<file path="config.mk">
export PLATFORM = sky130hd
export DESIGN_NAME = crt_controller_register_block_core
export DESIGN_NICKNAME = d
export VERILOG_FILES = /design/src/crtc_pkg.sv /design/src/crt_controller_register_block_core.sv
export VERILOG_INCLUDE_DIRS = /design/src /design/src/src
export SDC_FILE = /design/constraint.sdc
export NUM_CORES = 1
export LEC_CHECK = 0
export BUFFER_PORTS_ARGS = -buffer_cell sky130_fd_sc_hd__buf_2
export CORE_UTILIZATION = 45
export CTS_BUF_LIST = sky130_fd_sc_hd__clkbuf_4 sky130_fd_sc_hd__clkbuf_8 sky130_fd_sc_hd__clkbuf_16
export CTS_CLUSTER_DIAMETER = 150
export CTS_CLUSTER_SIZE = 20
export DETAILED_ROUTE_END_ITERATION = 8
export PLACE_DENSITY = 0.59
export SLEW_MARGIN = 20
export SYNTH_ARGS = -nofsm -noshare
export SYNTH_HDL_FRONTEND = slang
export SYNTH_SLANG_ARGS = --single-unit
export TNS_END_PERCENT = 5
</file>
<file path="constraint.sdc">
create_clock -name i_clk -period 5.3 [get_ports i_clk]
set_input_delay 1.06 -clock i_clk [delete_from_list [all_inputs] [get_ports i_clk]]
set_output_delay 1.06 -clock i_clk [all_outputs]
set_load 0.02 [all_outputs]
</file>
<file path="src/crt_controller_register_block_core_macros.svh">
// Assertion macros for the CRT controller register block.
// Used by the top level only; no other dependencies.
`ifndef CRT_CONTROLLER_REGISTER_BLOCK_CORE_MACROS_SVH
`define CRT_CONTROLLER_REGISTER_BLOCK_CORE_MACROS_SVH

`ifndef ASSERT_OFF
// Same-cycle implication, checked outside reset
`define CRTC_ASSERT_IMP(lbl, clk, rst_n, ante, cons) \
    lbl: assert property (@(posedge clk) disable iff (!rst_n) (ante) |-> (cons)) \
        else $error("crtc assertion failed");
// Next-cycle implication, checked outside reset
`define CRTC_ASSERT_NXT(lbl, clk, rst_n, ante, cons) \
    lbl: assert property (@(posedge clk) disable iff (!rst_n) (ante) |=> (cons)) \
        else $error("crtc assertion failed");
`else
`define CRTC_ASSERT_IMP(lbl, clk, rst_n, ante, cons)
`define CRTC_ASSERT_NXT(lbl, clk, rst_n, ante, cons)
`endif

`endif

</file>
<file path="src/crtc_pkg.sv">
// Types, codes and constants for the CRT controller register block.
// No dependencies; imported by crt_controller_register_block_core.
package crtc_pkg;

    // Item kinds
    localparam logic [2:0] KIND_INDEX_WR = 3'd0;
    localparam logic [2:0] KIND_DATA_WR  = 3'd1;
    localparam logic [2:0] KIND_DATA_RD  = 3'd2;
    localparam logic [2:0] KIND_SCAN     = 3'd3;
    localparam logic [2:0] KIND_FIELD    = 3'd4;

    // Register indexes with a decoded meaning
    localparam logic [4:0] REG_HTOTAL    = 5'd0;
    localparam logic [4:0] REG_MODE      = 5'd8;
    localparam logic [4:0] REG_CUR_START = 5'd10;
    localparam logic [4:0] REG_CUR_END   = 5'd11;
    localparam logic [4:0] REG_START_HI  = 5'd12;
    localparam logic [4:0] REG_START_LO  = 5'd13;
    localparam logic [4:0] REG_CUR_HI    = 5'd14;
    localparam logic [4:0] REG_CUR_LO    = 5'd15;

    // Write masks
    localparam logic [7:0] MASK_MODE  = 8'h03;
    localparam logic [7:0] MASK_5BIT  = 8'h1f;
    localparam logic [7:0] MASK_6BIT  = 8'h3f;
    localparam logic [7:0] MASK_7BIT  = 8'h7f;
    localparam logic [7:0] REG_RESET  = 8'hff;

    // Cursor modes, R10 bits 6:5
    localparam logic [1:0] CUR_STEADY     = 2'b00;
    localparam logic [1:0] CUR_OFF        = 2'b01;
    localparam logic [1:0] CUR_BLINK_FAST = 2'b10;
    localparam logic [1:0] CUR_BLINK_SLOW = 2'b11;

    localparam logic [5:0] BLINK_FAST = 6'd16;
    localparam logic [5:0] BLINK_SLOW = 6'd32;

    // Configuration register indexes
    localparam logic [2:0] CFG_SCAN_PERIOD  = 3'd0;
    localparam logic [2:0] CFG_BLANK_THRESH = 3'd1;
    localparam logic [2:0] CFG_FIELD_PERIOD = 3'd2;
    localparam logic [2:0] CFG_EN_INVERT    = 3'd3;
    localparam logic [2:0] CFG_FORCE_IL     = 3'd4;

    localparam logic [15:0] SCAN_PERIOD_RST  = 16'd100;
    localparam logic [15:0] BLANK_THRESH_RST = 16'd20;
    localparam logic [23:0] FIELD_PERIOD_RST = 24'd10000;

    typedef struct packed {
        logic [2:0] kind;
        logic [7:0] data_value;
    } t_in_item;

    typedef struct packed {
        logic [7:0]  read_data;
        logic        display_enable;
        logic        cursor_enabled;
        logic        cursor_phase;
        logic [13:0] start_address;
        logic [13:0] cursor_address;
        logic [3:0]  cursor_first_line;
        logic [3:0]  cursor_last_line;
        logic        interlace;
        logic [1:0]  line_repeat;
        logic [8:0]  total_columns;
        logic        field_end;
    } t_out_item;

    // Scan line number clamped to 15
    function automatic logic [3:0] clamp15(input logic [4:0] v);
        return v[4] ? 4'd15 : v[3:0];
    endfunction

endpackage

</file>
<file path="src/crt_controller_register_block_core.sv">
// CRT controller register file and timing counters.
// Each accepted item's result is registered in the output stage; throughput one item per cycle while the skid is empty.
// A two-entry output stage (result register plus skid) keeps input ready registered.
// Reset (synchronous, active low) loads power-on register values and config defaults.
// Depends on crtc_pkg and crt_controller_register_block_core_macros.svh.
`include "crt_controller_register_block_core_macros.svh"

module crt_controller_register_block_core
    import crtc_pkg::*;
(
    input  logic        i_clk,
    input  logic        i_rst_n,
    input  logic        i_cfg_we,
    input  logic [2:0]  i_cfg_index,
    input  logic [23:0] i_cfg_data,
    input  logic        i_in_valid,
    output logic        o_in_ready,
    input  t_in_item    i_in_item,
    output logic        o_out_valid,
    input  logic        i_out_ready,
    output t_out_item   o_out_item
);

    // Configuration
    logic [15:0] r_scan_period;
    logic [15:0] r_blank_thresh;
    logic [23:0] r_field_period;
    logic        r_en_invert;
    logic        r_force_il;

    // Register file entries that affect behaviour (others are write-only)
    logic [7:0]  r_r10, r_r11, r_r12, r_r13, r_r14, r_r15;
    logic [7:0]  n_r10, n_r11, n_r12, n_r13, n_r14, n_r15;

    // Decoded and timing state
    logic [4:0]  r_sel, n_sel;
    logic [15:0] r_line_cnt, n_line_cnt;
    logic [23:0] r_field_cnt, n_field_cnt;
    logic [5:0]  r_blink_cnt, n_blink_cnt;
    logic [5:0]  r_blink_rel, n_blink_rel;
    logic        r_cur_on, n_cur_on;
    logic        r_cur_blinks, n_cur_blinks;
    logic        r_cur_phase, n_cur_phase;
    logic [13:0] r_start, n_start;
    logic [13:0] r_cur_addr, n_cur_addr;
    logic [3:0]  r_cur_first, n_cur_first;
    logic [3:0]  r_cur_last, n_cur_last;
    logic        r_interlace, n_interlace;
    logic        r_rep1, n_rep1;
    logic [8:0]  r_htotal, n_htotal;

    // Output stage
    logic        r_out_valid;
    logic        r_skid_valid;
    t_out_item   r_out;
    t_out_item   r_skid;
    t_out_item   n_res;

    logic        accept;
    logic        out_free;
    logic [7:0]  v;
    logic [7:0]  vm;

    assign o_in_ready  = !r_skid_valid;
    assign accept      = i_in_valid && o_in_ready;
    assign out_free    = !r_out_valid || i_out_ready;
    assign o_out_valid = r_out_valid;
    assign o_out_item  = r_out;
    assign v           = i_in_item.data_value;

    // Next state and result for one item
    always_comb begin
        n_sel       = r_sel;
        n_line_cnt  = r_line_cnt;
        n_field_cnt = r_field_cnt;
        n_blink_cnt = r_blink_cnt;
        n_blink_rel = r_blink_rel;
        n_cur_on    = r_cur_on;
        n_cur_blinks = r_cur_blinks;
        n_cur_phase = r_cur_phase;
        n_start     = r_start;
        n_cur_addr  = r_cur_addr;
        n_cur_first = r_cur_first;
        n_cur_last  = r_cur_last;
        n_interlace = r_interlace;
        n_rep1      = r_rep1;
        n_htotal    = r_htotal;
        n_r10 = r_r10; n_r11 = r_r11; n_r12 = r_r12;
        n_r13 = r_r13; n_r14 = r_r14; n_r15 = r_r15;
        vm    = v;
        n_res = '0;

        case (i_in_item.kind)
            KIND_INDEX_WR: begin
                n_sel = v[4:0];
            end
            KIND_DATA_WR: begin
                case (r_sel)
                    REG_HTOTAL: begin
                        n_htotal = {1'b0, v} + 9'd1;
                    end
                    REG_MODE: begin
                        vm          = v & MASK_MODE;
                        n_interlace = vm[0] | r_force_il;
                        n_rep1      = (vm[1:0] == 2'd3);
                    end
                    REG_CUR_START: begin
                        vm    = v & MASK_7BIT;
                        n_r10 = vm;
                        if (vm != r_r10) begin
                            n_cur_first = clamp15(vm[4:0]);
                            case (vm[6:5])
                                CUR_STEADY: begin
                                    n_cur_on     = 1'b1;
                                    n_cur_blinks = 1'b0;
                                    n_blink_rel  = BLINK_FAST;
                                    n_cur_phase  = 1'b1;
                                end
                                CUR_OFF: begin
                                    n_cur_on = 1'b0;
                                end
                                CUR_BLINK_FAST: begin
                                    n_cur_on     = 1'b1;
                                    n_cur_blinks = 1'b1;
                                    n_blink_rel  = BLINK_FAST;
                                end
                                default: begin
                                    n_cur_on     = 1'b1;
                                    n_cur_blinks = 1'b1;
                                    n_blink_rel  = BLINK_SLOW;
                                end
                            endcase
                        end
                    end
                    REG_CUR_END: begin
                        vm    = v & MASK_5BIT;
                        n_r11 = vm;
                        if (vm != r_r11) n_cur_last = clamp15(vm[4:0]);
                    end
                    REG_START_HI: begin
                        vm    = v & MASK_6BIT;
                        n_r12 = vm;
                        if (vm != r_r12) n_start[13:8] = vm[5:0];
                    end
                    REG_START_LO: begin
                        n_r13 = v;
                        if (v != r_r13) n_start[7:0] = v;
                    end
                    REG_CUR_HI: begin
                        vm    = v & MASK_6BIT;
                        n_r14 = vm;
                        if (vm != r_r14) n_cur_addr[13:8] = vm[5:0];
                    end
                    REG_CUR_LO: begin
                        n_r15 = v;
                        if (v != r_r15) n_cur_addr[7:0] = v;
                    end
                    default: ;
                endcase
            end
            KIND_DATA_RD: begin
                if (r_sel == REG_CUR_HI)      n_res.read_data = r_r14;
                else if (r_sel == REG_CUR_LO) n_res.read_data = r_r15;
            end
            KIND_SCAN: begin
                if (r_line_cnt > 16'd1) n_line_cnt = r_line_cnt - 16'd1;
                else                    n_line_cnt = r_scan_period;
            end
            KIND_FIELD: begin
                if (r_field_cnt > 24'd1) begin
                    n_field_cnt = r_field_cnt - 24'd1;
                end else begin
                    n_field_cnt     = r_field_period;
                    n_res.field_end = 1'b1;
                    if (r_blink_cnt > 6'd1) begin
                        n_blink_cnt = r_blink_cnt - 6'd1;
                    end else begin
                        n_blink_cnt = r_blink_rel;
                        if (r_cur_on && r_cur_blinks) n_cur_phase = !r_cur_phase;
                    end
                end
            end
            default: ;
        endcase

        // Result shows the state after this item
        n_res.display_enable    = (n_line_cnt >= r_blank_thresh) ^ r_en_invert;
        n_res.cursor_enabled    = n_cur_on;
        n_res.cursor_phase      = n_cur_phase;
        n_res.start_address     = n_start;
        n_res.cursor_address    = n_cur_addr;
        n_res.cursor_first_line = n_cur_first;
        n_res.cursor_last_line  = n_cur_last;
        n_res.interlace         = n_interlace;
        n_res.line_repeat       = n_rep1 ? 2'd1 : 2'd2;
        n_res.total_columns     = n_htotal;
    end

    // Configuration writes
    always_ff @(posedge i_clk) begin
        if (!i_rst_n) begin
            r_scan_period  <= SCAN_PERIOD_RST;
            r_blank_thresh <= BLANK_THRESH_RST;
            r_field_period <= FIELD_PERIOD_RST;
            r_en_invert    <= 1'b0;
            r_force_il     <= 1'b0;
        end else if (i_cfg_we) begin
            case (i_cfg_index)
                CFG_SCAN_PERIOD:  r_scan_period  <= i_cfg_data[15:0];
                CFG_BLANK_THRESH: r_blank_thresh <= i_cfg_data[15:0];
                CFG_FIELD_PERIOD: r_field_period <= i_cfg_data;
                CFG_EN_INVERT:    r_en_invert    <= i_cfg_data[0];
                CFG_FORCE_IL:     r_force_il     <= i_cfg_data[0];
                default: ;
            endcase
        end
    end

    // State update on accepted item
    always_ff @(posedge i_clk) begin
        if (!i_rst_n) begin
            r_sel        <= '0;
            r_line_cnt   <= SCAN_PERIOD_RST;
            r_field_cnt  <= FIELD_PERIOD_RST;
            r_blink_cnt  <= BLINK_FAST;
            r_blink_rel  <= BLINK_FAST;
            r_cur_on     <= 1'b0;
            r_cur_blinks <= 1'b1;
            r_cur_phase  <= 1'b0;
            r_start      <= '0;
            r_cur_addr   <= '0;
            r_cur_first  <= '0;
            r_cur_last   <= '0;
            r_interlace  <= 1'b0;
            r_rep1       <= 1'b0;
            r_htotal     <= '0;
            r_r10 <= REG_RESET; r_r11 <= REG_RESET; r_r12 <= REG_RESET;
            r_r13 <= REG_RESET; r_r14 <= REG_RESET; r_r15 <= REG_RESET;
        end else if (accept) begin
            r_sel        <= n_sel;
            r_line_cnt   <= n_line_cnt;
            r_field_cnt  <= n_field_cnt;
            r_blink_cnt  <= n_blink_cnt;
            r_blink_rel  <= n_blink_rel;
            r_cur_on     <= n_cur_on;
            r_cur_blinks <= n_cur_blinks;
            r_cur_phase  <= n_cur_phase;
            r_start      <= n_start;
            r_cur_addr   <= n_cur_addr;
            r_cur_first  <= n_cur_first;
            r_cur_last   <= n_cur_last;
            r_interlace  <= n_interlace;
            r_rep1       <= n_rep1;
            r_htotal     <= n_htotal;
            r_r10 <= n_r10; r_r11 <= n_r11; r_r12 <= n_r12;
            r_r13 <= n_r13; r_r14 <= n_r14; r_r15 <= n_r15;
        end
    end

    // Output stage: result register with a skid entry behind it
    always_ff @(posedge i_clk) begin
        if (!i_rst_n) begin
            r_out_valid  <= 1'b0;
            r_skid_valid <= 1'b0;
        end else if (out_free) begin
            if (r_skid_valid) begin
                r_out_valid  <= 1'b1;
                r_skid_valid <= 1'b0;
            end else begin
                r_out_valid <= accept;
            end
        end else if (accept) begin
            r_skid_valid <= 1'b1;
        end
    end

    always_ff @(posedge i_clk) begin
        if (out_free) begin
            if (r_skid_valid) r_out <= r_skid;
            else if (accept)  r_out <= n_res;
        end else if (accept) begin
            r_skid <= n_res;
        end
    end

    // Checks
    `CRTC_ASSERT_IMP(a_skid_behind_out, i_clk, i_rst_n, r_skid_valid, r_out_valid)
    `CRTC_ASSERT_NXT(a_stall_fills_skid, i_clk, i_rst_n,
        accept && r_out_valid && !i_out_ready, r_skid_valid)
    `CRTC_ASSERT_IMP(a_steady_phase, i_clk, i_rst_n, !r_cur_blinks, r_cur_phase)
    `CRTC_ASSERT_IMP(a_blink_range, i_clk, i_rst_n, 1'b1,
        (r_blink_cnt != 6'd0) && (r_blink_cnt <= BLINK_SLOW))

endmodule

</file>
==> results.sh <==
export IMPL_yosysWarnings=0
export IMPL_fin_util_pct=50.78
export IMPL_worst_endpoint_required_ns=5.56
export IMPL_ctsResizeCount=0
export IMPL_gr_total_overflow=0
export IMPL_synth_edf_count=120
export IMPL_clk_latency_ns=0.54
export IMPL_grt_max_degree=118
export IMPL_cts_made_buffers=20
export IMPL_tritoncts="done"
export IMPL_diodes=0
export IMPL_core_area_mm2=0.03287
export IMPL_power_density_mw_per_mm2=282.2
export IMPL_synth_cell_types=70
export IMPL_dieHeight_um=185.8
export IMPL_first_iter_violations=964
export IMPL_synth_seq_cells=327
export IMPL_synth_ff_type="dfxtp_1"
export IMPL_dr_pass1_iters=5
export IMPL_drive_above_1_share_pct=17.02
export IMPL_cts_clk_slew_worst_paths_ns=0.09
export IMPL_row_count=66
export IMPL_fmax_mhz=250.1
export IMPL_dieArea_mm2=0.03453
export IMPL_layoutNonFillerInstCount=2058
export IMPL_ys_seq_area_share_pct=50.94
export IMPL_fin_skew_ns=0.02974
export IMPL_syn_nets=1625
export IMPL_hold_viol=0
export IMPL_grt_setup_unrepaired="no"
export IMPL_end_kind="flop"
export IMPL_ios=105
export IMPL_fp_dieW_um=185.8
export IMPL_viasPerCell=5.642
export IMPL_n_fill_cell=3115
export IMPL_drv_cap=0
export IMPL_gr_usage_all_layers_pct=22.37
export IMPL_finalWirelength_um=38100
export IMPL_setup_viol=0
export IMPL_grt_antenna_before_repair=0
export IMPL_ir_drop_mv=0.1915
export IMPL_avgSynthCellArea_um2=9.755
export IMPL_grt_pass1_wl_um=60570
export IMPL_drc=0
export IMPL_wl_per_cell_um=18.51
export IMPL_cts_hold_buf=0
export IMPL_power_mw=4.709
export IMPL_vias=11610
export IMPL_start_kind="flop"
export IMPL_first_global_vias=10760
export IMPL_min_period_ns=3.999
export IMPL_critPathKind="reg -> reg"
export IMPL_final_cell_mix="nand2_1 (291), dfxtp_1 (207), edfxtp_1 (120)"
export IMPL_place_congestion=0.8922
export IMPL_htree_levels=1
export IMPL_min_period_over_period_pct=75.45
export IMPL_slew_headroom_pct=29.68
export IMPL_post_place_cells=2024
export IMPL_place_area_mm2=0.01607
export IMPL_hold_path_class="reg -> reg"
export IMPL_start_util_pct=46.27
export IMPL_hpwl_um=25360
export IMPL_p_leak_nw=6.332
export IMPL_postSynthCellCount=1559
export IMPL_maxSlewViolCount=0
export IMPL_multi_input_area_mm2=0.006899
export IMPL_cp_arrival_ns=4.26
export IMPL_cp_max_fo=12
export IMPL_worstMarginPinSlew_ns=1.050
export IMPL_cts_max_path_buffers=3
export IMPL_area_growth_pct=9.733
export IMPL_status="finished clean"
export IMPL_clkSinkCount=327
export IMPL_ant_nets=0
export IMPL_post_cts_buffers=0
export IMPL_fin_nets=1670
export IMPL_netlist_area_mm2=0.01521
export IMPL_synth_async_reset_ratio_pct=0
export IMPL_stdcell_area_mm2=0.01669
export IMPL_seqCellArea_mm2=0.007747
export IMPL_io_buffers=104
export IMPL_cts_root_buf="clkbuf_16"
export IMPL_finalSetupTns_ns=0
export IMPL_final_common_cell="nand2_1"
[cells in the mapped netlist, types with 8 or more instances]
master    instances  area (um^2)
nand2_1         291         1092
dfxtp_1         207         4144
edfxtp_1        120         3603
a21oi_1          94        470.5
mux2_2           83        934.7
mux2i_1          83        830.8
clkbuf_1         81        304.0
nor2_1           72        270.3
o21ai_0          64        320.3
nand3_1          50        250.2
inv_1            44        165.2
nand4_1          28        175.2
nor4_1           25        156.4
xnor2_1          25        219.0
xor2_1           24        210.2
ha_1             23        287.8
nor3_1           19        95.09
o31ai_1          17        127.6
buf_2            14        70.07
and3_1           12        75.07
a211oi_1         10        75.07
o22ai_1          10        62.56
a22oi_1           9        67.56
o211ai_1          9        67.56
or2_2             9        56.30
a32oi_1           8        70.07
[metal layers]
layer	part of all wire (%)	vias to the layer above	track usage [%]
met1	50	5647	33.82
li1	-	5669	-
met3	4.2	48	2.426
met5	0	-	0
met4	1.9	0	5.508
met2	44	248	33.79
[per-stage QoR]
step                      hold WS, ns  setup slack, ns
after floorplan                0.4226           0.6253
after detailed placement       0.4417            1.061
after global placement         0.4319            1.083
after global routing           0.4700           0.8897
after CTS                      0.4551            1.311
final                          0.4518            1.301
[kinds of logic (layout without fill, tap and decap cells)]
kind of cell / Yosys count / after routing / synth area share, %
compound gates: 272 / 272 / 11.18
xor+xnor: 49 / 49 / 2.822
fa+ha+maj: 23 / 23 / 1.892
buf+inv: 148 / 205 / 3.768
flops: 327 / 327 / 50.94
mux: 167 / 167 / 11.71
simple gates: 573 / 573 / 17.69
[worst max-delay path: stages, from the launching register on]
cell and delay (ns):
dfxtp_1 0.37, or4_1 0.63, nor3_2 0.41, nand3_1 0.47, o21ai_0 0.36, a21oi_1 0.14
ha_1 0.35, a21oi_1 0.12, o21ai_0 0.15, a2111oi_0 0.45, and3_1 0.22, a211oi_1 0.04
[power breakdown]
| group | leakage (nW) | switching (mW) | internal (mW) |
|---|---|---|---|
| logic | 3.24 | 0.266 | 0.113 |
| clock network | 0.316 | 0.858 | 0.784 |
| registers | 2.78 | 0.0273 | 2.66 |
[worst paths after layout]
| path | startpoint | end | slack [ns] | depth (start not counted) |
|---|---|---|---|---|
| setup / recovery | r_line_cnt[9] | o_out_item[51] | 1.30 | 11 |
| hold / removal | r_r12[6] | r_r12[6] | 0.45 | 2 |
| setup reg to reg | r_line_cnt[9] | o_out_item[51] | 1.30 | 11 |
| hold reg to reg | r_r12[6] | r_r12[6] | 0.45 | 2 |
[state kept, by name, summed over array words and instances, names as in the netlist, 8 cells and up]
register / flops
o_out_item: 60
r_skid: 60
r_field_cnt: 24
r_field_period: 24
r_blank_thresh: 16
r_line_cnt: 16
r_scan_period: 16
r_cur_addr: 14
r_start: 14
r_htotal: 9
r_r10: 8
r_r13: 8
r_r15: 8
[final cells by class]
class                           instances  area share, %
Sequential cell                       327          46.42
Multi-Input combinational cell       1084          41.34
Timing Repair Buffer                  125          4.154
Clock buffer                           32          3.539
Tap cell                              442          3.314
Inverter                               46          1.035
Clock inverter                          2         0.1949
Note: power is estimated with default switching activity, not from simulation.
